<file path="config.mk">
export PLATFORM = sky130hd
export DESIGN_NAME = psp_ctrl
export DESIGN_NICKNAME = d
export VERILOG_FILES = /design/src/hdl/psp_pkg.sv /design/src/hdl/psp_ctrl.sv
export SDC_FILE = /design/constraint.sdc
export NUM_CORES = 1
export LEC_CHECK = 0
export BUFFER_PORTS_ARGS = -buffer_cell sky130_fd_sc_hd__buf_2
export CAP_MARGIN = 20
export CORE_AREA = 2 2 39 41
export CTS_BUF_LIST = sky130_fd_sc_hd__clkbuf_4 sky130_fd_sc_hd__clkbuf_8
export CTS_CLUSTER_DIAMETER = 50
export CTS_CLUSTER_SIZE = 40
export DETAILED_ROUTE_END_ITERATION = 6
export DIE_AREA = 0 0 41 43
export REMOVE_ABC_BUFFERS = 1
export SLEW_MARGIN = 20
export SYNTH_ARGS = -nofsm -noshare
export SYNTH_HDL_FRONTEND = slang
export SYNTH_SLANG_ARGS = --single-unit
</file>
<file path="constraint.sdc">
create_clock -name clock -period 1 [get_ports clock]
set_clock_uncertainty 0.05 [all_clocks]
set_input_delay 0.05 -clock clock [delete_from_list [all_inputs] [get_ports clock]]
set_output_delay 0.05 -clock clock [all_outputs]
set_load 0.02 [all_outputs]
</file>
<file path="src/hdl/psp_pkg.sv">
// Types and constants of the pedal sensor plausibility block.
package psp_pkg;

   localparam int SAMPLE_W    = 12;
   localparam int CSR_ADDR_W  = 5;
   localparam int CSR_DATA_W  = 32;
   localparam int REQ_DATA_W  = 24;
   localparam int RSP_DATA_W  = 32;

   localparam logic CMD_STORE = 1'b0;
   localparam logic CMD_EVAL  = 1'b1;

   localparam logic [2:0] REG_OFFSET_ONE     = 3'd0;
   localparam logic [2:0] REG_OFFSET_TWO     = 3'd1;
   localparam logic [2:0] REG_RECIP_SPAN_ONE = 3'd2;
   localparam logic [2:0] REG_RECIP_SPAN_TWO = 3'd3;
   localparam logic [2:0] REG_GAIN_ONE       = 3'd4;
   localparam logic [2:0] REG_GAIN_TWO       = 3'd5;
   localparam logic [2:0] REG_DIFF_THRESHOLD = 3'd6;
   localparam logic [2:0] REG_POSITION_MAX   = 3'd7;

   localparam int DIFF_SCALE = 1000;
   localparam int DIFF_SAT   = 120;
   localparam int Q16_ONE    = 65536;
   // smallest Q16 difference whose scaled value exceeds the saturation level
   localparam int DIFF_SAT_LIMIT = ((DIFF_SAT + 1) * Q16_ONE + DIFF_SCALE - 1) / DIFF_SCALE;
   localparam int DIFF_LO_W  = 13;
   localparam int ROUND_HALF = 32768;
   localparam int FRAME_WRAP = 100;

   typedef struct packed {
      logic [11:0] offset_one;
      logic [11:0] offset_two;
      logic [23:0] recip_span_one;
      logic [23:0] recip_span_two;
      logic [23:0] gain_one;
      logic [23:0] gain_two;
      logic [15:0] diff_threshold;
      logic [15:0] position_max;
   } cfg_type;

   typedef struct packed {
      logic capture;
      logic ring_read;
      logic ring_write;
      logic div_start;
      logic mul_load;
      logic diff_load;
      logic fin_commit;
   } cmd_type;

   typedef struct packed {
      logic out_free;
   } status_type;

endpackage

</file>
<file path="src/hdl/psp_ctrl.sv">
// Sequencer for store and evaluate transactions.
module psp_ctrl (
   input  logic                 clock,
   input  logic                 reset,
   input  logic                 req_tvalid,
   input  logic                 req_tuser,
   output logic                 req_tready,
   input  psp_pkg::status_type  status,
   output psp_pkg::cmd_type     cmd
);

   localparam logic [2:0] ST_IDLE = 3'd0;
   localparam logic [2:0] ST_READ = 3'd1;
   localparam logic [2:0] ST_WRITE = 3'd2;
   localparam logic [2:0] ST_MUL = 3'd3;
   localparam logic [2:0] ST_DIFF = 3'd4;
   localparam logic [2:0] ST_FIN = 3'd5;

   logic [2:0]       state_ff, state_in;
   logic             accept;

   assign req_tready = (state_ff == ST_IDLE);
   assign accept     = req_tvalid && req_tready;

   always_comb begin
      state_in = state_ff;
      cmd      = '0;
      case (state_ff)
         ST_IDLE: begin
            cmd.capture = accept;
            if (accept) begin
               if (req_tuser == psp_pkg::CMD_EVAL) begin
                  cmd.div_start = 1'b1;
                  state_in      = ST_MUL;
               end else begin
                  state_in = ST_READ;
               end
            end
         end
         ST_READ: begin
            cmd.ring_read = 1'b1;
            state_in      = ST_WRITE;
         end
         ST_WRITE: begin
            cmd.ring_write = 1'b1;
            state_in       = ST_IDLE;
         end
         ST_MUL: begin
            cmd.mul_load = 1'b1;
            state_in     = ST_DIFF;
         end
         ST_DIFF: begin
            cmd.diff_load = 1'b1;
            state_in      = ST_FIN;
         end
         ST_FIN: begin
            if (status.out_free) begin
               cmd.fin_commit = 1'b1;
               state_in       = ST_IDLE;
            end
         end
         default: begin
            state_in = ST_IDLE;
         end
      endcase
   end

   always_ff @(posedge clock) begin
      if (reset) begin
         state_ff <= ST_IDLE;
      end else begin
         state_ff <= state_in;
      end
   end

endmodule

</file>
-- Word level (Yosys, flattened, before mapping)
Cells that the tools add are included.
- bits in registers: 3
- input port bits: 5
- logic and storage cells: 25
- muxes and demuxes: 14
- reductions and logical operators: 3
- equality and inequality tests: 7
- operators with widths (operator ; number):
    3-bit one-hot mux with 5 select lines ; 1
    1-bit two-way mux ; 10
    3-bit by 2-bit == test with 1-bit output (second input constant) ; 2
    3-bit == test (second input constant) ; 2
    3-bit two-way mux ; 2
    3-bit by 1-bit == test with 1-bit output (second input constant) ; 1
    3-bit zero test ; 1
    2-bit two-way mux ; 1
    2-bit by 1-bit != test with 1-bit output (second input constant) ; 1
    2-bit != test (second input constant) ; 1
    2-bit AND reduction ; 1
    1-bit logical AND ; 1

-- Logic depth before layout (Yosys ltp)
- depth after elaboration: 4
- gate-level depth with buffers: 4

-- Worst setup path before layout
Ideal clock, no wire load.
- path type: register to output
- start: register state_ff[2]
- end: output cmd[3] in the netlist's numbering
- arrival time: 1103 ps
- cell stages (with the launch flop): 4
- setup slack: -203 ps
- path buffers: 1
- data required time: 900 ps
- cell sequence: dfxtp_1 > buf_6 > nor3_2 > and3_1
- RTL lines (element ; RTL line ; RTL):
    start, declared ; psp_ctrl.sv:19 ; logic [2:0] state_ff, state_in;
    start signal, assigned ; psp_ctrl.sv:72 ; state_ff <= state_in;
    end, declared ; psp_ctrl.sv:9 ; output psp_pkg::cmd_type cmd

==> impl_metrics.tcl <==
set metrics [dict create \
    place_ws_ns -0.0175 \
    wl_um 578 \
    end_kind "output pin" \
    crit_chain "nor3_4, and3_4, buf_6" \
    hold_end "state_ff[1]" \
    cts.sinks 3 \
    synthCells 23 \
    cts_tree "built" \
    start_kind "flop" \
    cts_htree_levels 1 \
    track_usage_pct 7.93 \
    ys_async_sr_fraction_pct 0 \
    post_route_cells_drive_above_1_share_pct 68.9 \
    die_h_um 43 \
    ir_drop_mv 0.236 \
    drtIter0Drc 0 \
    synth-edff-count 0 \
    numCtsBuffers 3 \
    avgRoutedWirePerCell_um 9.48 \
    r2r_slack_ns -0.04 \
    grt_pass1_vias 226 \
    grt_max_degree 9 \
    synth-seq-cells 3 \
    drt-vias-per-instance 4.02 \
    nNetsFinal 51 \
    syn_area_um2 176 \
    hold_path_class "in -> reg" \
    largest_register_ffs 3 \
    synth.area.top_cells "dfxtp_1, nor2_1, buf_6, nor3_1, nor3_2" \
    synth_ff_type "dfxtp_1" \
    antenna_cells 0 \
    routabilityCongestion 0.673 \
    worstMarginPinSlew_ns 0.204 \
    hp-start "req_tuser" \
    top_register "state_ff" \
    final-max-slew-violation-count 0 \
    start_util_pct 12.7 \
    die_w_um 41 \
    clock-root-buffer "clkbuf_4" \
    r2r-end "state_ff[2]" \
    critPathRequiredTime_ns 0.90 \
    num_rows 14 \
    synth_commonest_cells "nor2_1, dfxtp_1, nand2_1, nor3_1" \
    hold_slack_ns 0.0937 \
    reg.largest.list "state_ff: 3 flops" \
    arrival_ns 1.12 \
    rsz0062_at_grt "yes" \
    synth.most_common_cell "nor2_1" \
    synthToLayoutAreaGrowth_pct 121 \
    failed_checks "setup timing" \
    cpLargestDelayFamily "simple AND/OR/NAND/NOR gates" \
    cp_slowest_stage_delay_ns 0.35 \
    hold_depth 3 \
    fin_ws_ns -0.217 \
    hold_violations 0 \
    ys_seq_area_share_pct 34.0 \
    clkLatencyLatePin_ns 0.24 \
    setup_violations 10 \
    detailed_place_hpwl_um 355 \
    grt_pass1_wl_um 862 \
    final.setup.tns_ns -1.16 \
    ys_types 16 \
    r2r_start "state_ff[0]" \
    dieArea_um2 1760 \
    dp_cells 53 \
    antenna_left 0 \
    postLayoutCoreUtil_pct 28.2 \
    criticalPathCategory "reg -> out" \
    ios 13 \
    clockBufferDepth 2 \
    core-area_um2 1380 \
    ff2ff_path_depth 4 \
    instances_no_fill 61 \
    synth_area_per_cell_um2 7.67 \
    dr.pass1.iters 1 \
    p_leak_nw 0.186 \
    crit_path_max_fanout 4 \
    drcViolationCount 0 \
    grt-ovfl-total 0 \
    clkSlewWorstSetupHoldPaths_ns 0.04 \
    fin_crit_sh_pct 122 \
    io_buffers 12 \
    slowest_stage "dfxtp_4" \
    antenna_found_initial 0 \
    ys.warnings.count 0 \
    synth_top_area_share_pct 34.0 \
    vias 245 \
    min_period_ns 1.22 \
    critPathBufInv 1 \
    powerDensity_nw_per_um2 1370 \
    fmax_ghz 0.822 \
    yosys.area.top_type "dfxtp_1" \
    status "finished with violations" \
    slew_headroom_pct 86.3 \
    max-cap-violations 0 \
]
-- report_power, final --
part	leakage [nW]	switching, mW	total, mW	internal [mW]
clock	0.0184	0.0709	0.248	0.177
sequential	0.0267	0.0158	0.141	0.125
combinational	0.140	0.0669	0.146	0.0786
total	0.186	0.154	0.534	0.381
-- per-stage QoR --
step,cell area (um2),total power [mW]
2_1_floorplan,165,0.199
3_3_place_gp,268,0.245
3_5_place_dp,268,0.245
4_1_cts,374,0.532
5_1_grt,390,0.584
6_report,390,0.534
-- how the worst max path moves through the flow --
| stage | from | endpoint | slack, ns | cells after the start |
|---|---|---|---|---|
| after global routing | state_ff[1] | cmd[3] | -0.27 | 3 |
| after detailed placement | state_ff[2] | state_ff[2] | -0.02 | 3 |
| final | state_ff[0] | cmd[3] | -0.22 | 3 |
| after global placement | state_ff[0] | cmd[3] | -0.01 | 3 |
| after CTS | state_ff[0] | cmd[3] | -0.21 | 3 |
| after floorplan | state_ff[0] | cmd[3] | -0.17 | 2 |
-- tightest hold or removal path, cell delays in order --
cell	delay, ns
buf_2	0.11
a21oi_1	0.13
nor4_1	0.05
-- layout by cell type, fill, tap and decap left out, types with 3 or more instances in the layout --
cell type and n:
buf_4 9, buf_2 6, nor2_1 4, clkbuf_4 4
buf_6 3, dfxtp_4 3
-- timing repair --
item,CTS,global route
pin swaps,3,1
hold endpoints to repair,3,0
hold buffers,1,0
buffers inserted,2,1
setup endpoints to repair,9,11
resized for setup,18,3
-- area by class of cell --
class                   count  area [um2]
clock buffers               4        30.0
fillers                   155         993
inverters                   2        10.0
multi-input cells          17         118
flip-flops and latches      3        71.3
well taps                  16        20.0
repair buffers             19         141
-- routing by layer --
layer | vias up | global-route usage (%) | share of wire (%)
met5 | - | 0 | 0
met4 | 0 | 10.0 | 2.6
met3 | 2 | 1.57 | 7.4
met2 | 13 | 10.0 | 47
met1 | 107 | 9.32 | 43
li1 | 123 | - | -
-- kinds of logic (layout without fill, tap and decap cells) --
logic type             count (synthesis)  after routing  synth area share, %
and+or+nand+nor                       14             14                 44.0
AOI/OAI and AO/OA                      3              3                 11.3
DFF                                    3              3                 34.0
buffers and inverters                  3             25                 10.6
Note: power is estimated with default switching activity, not from simulation.
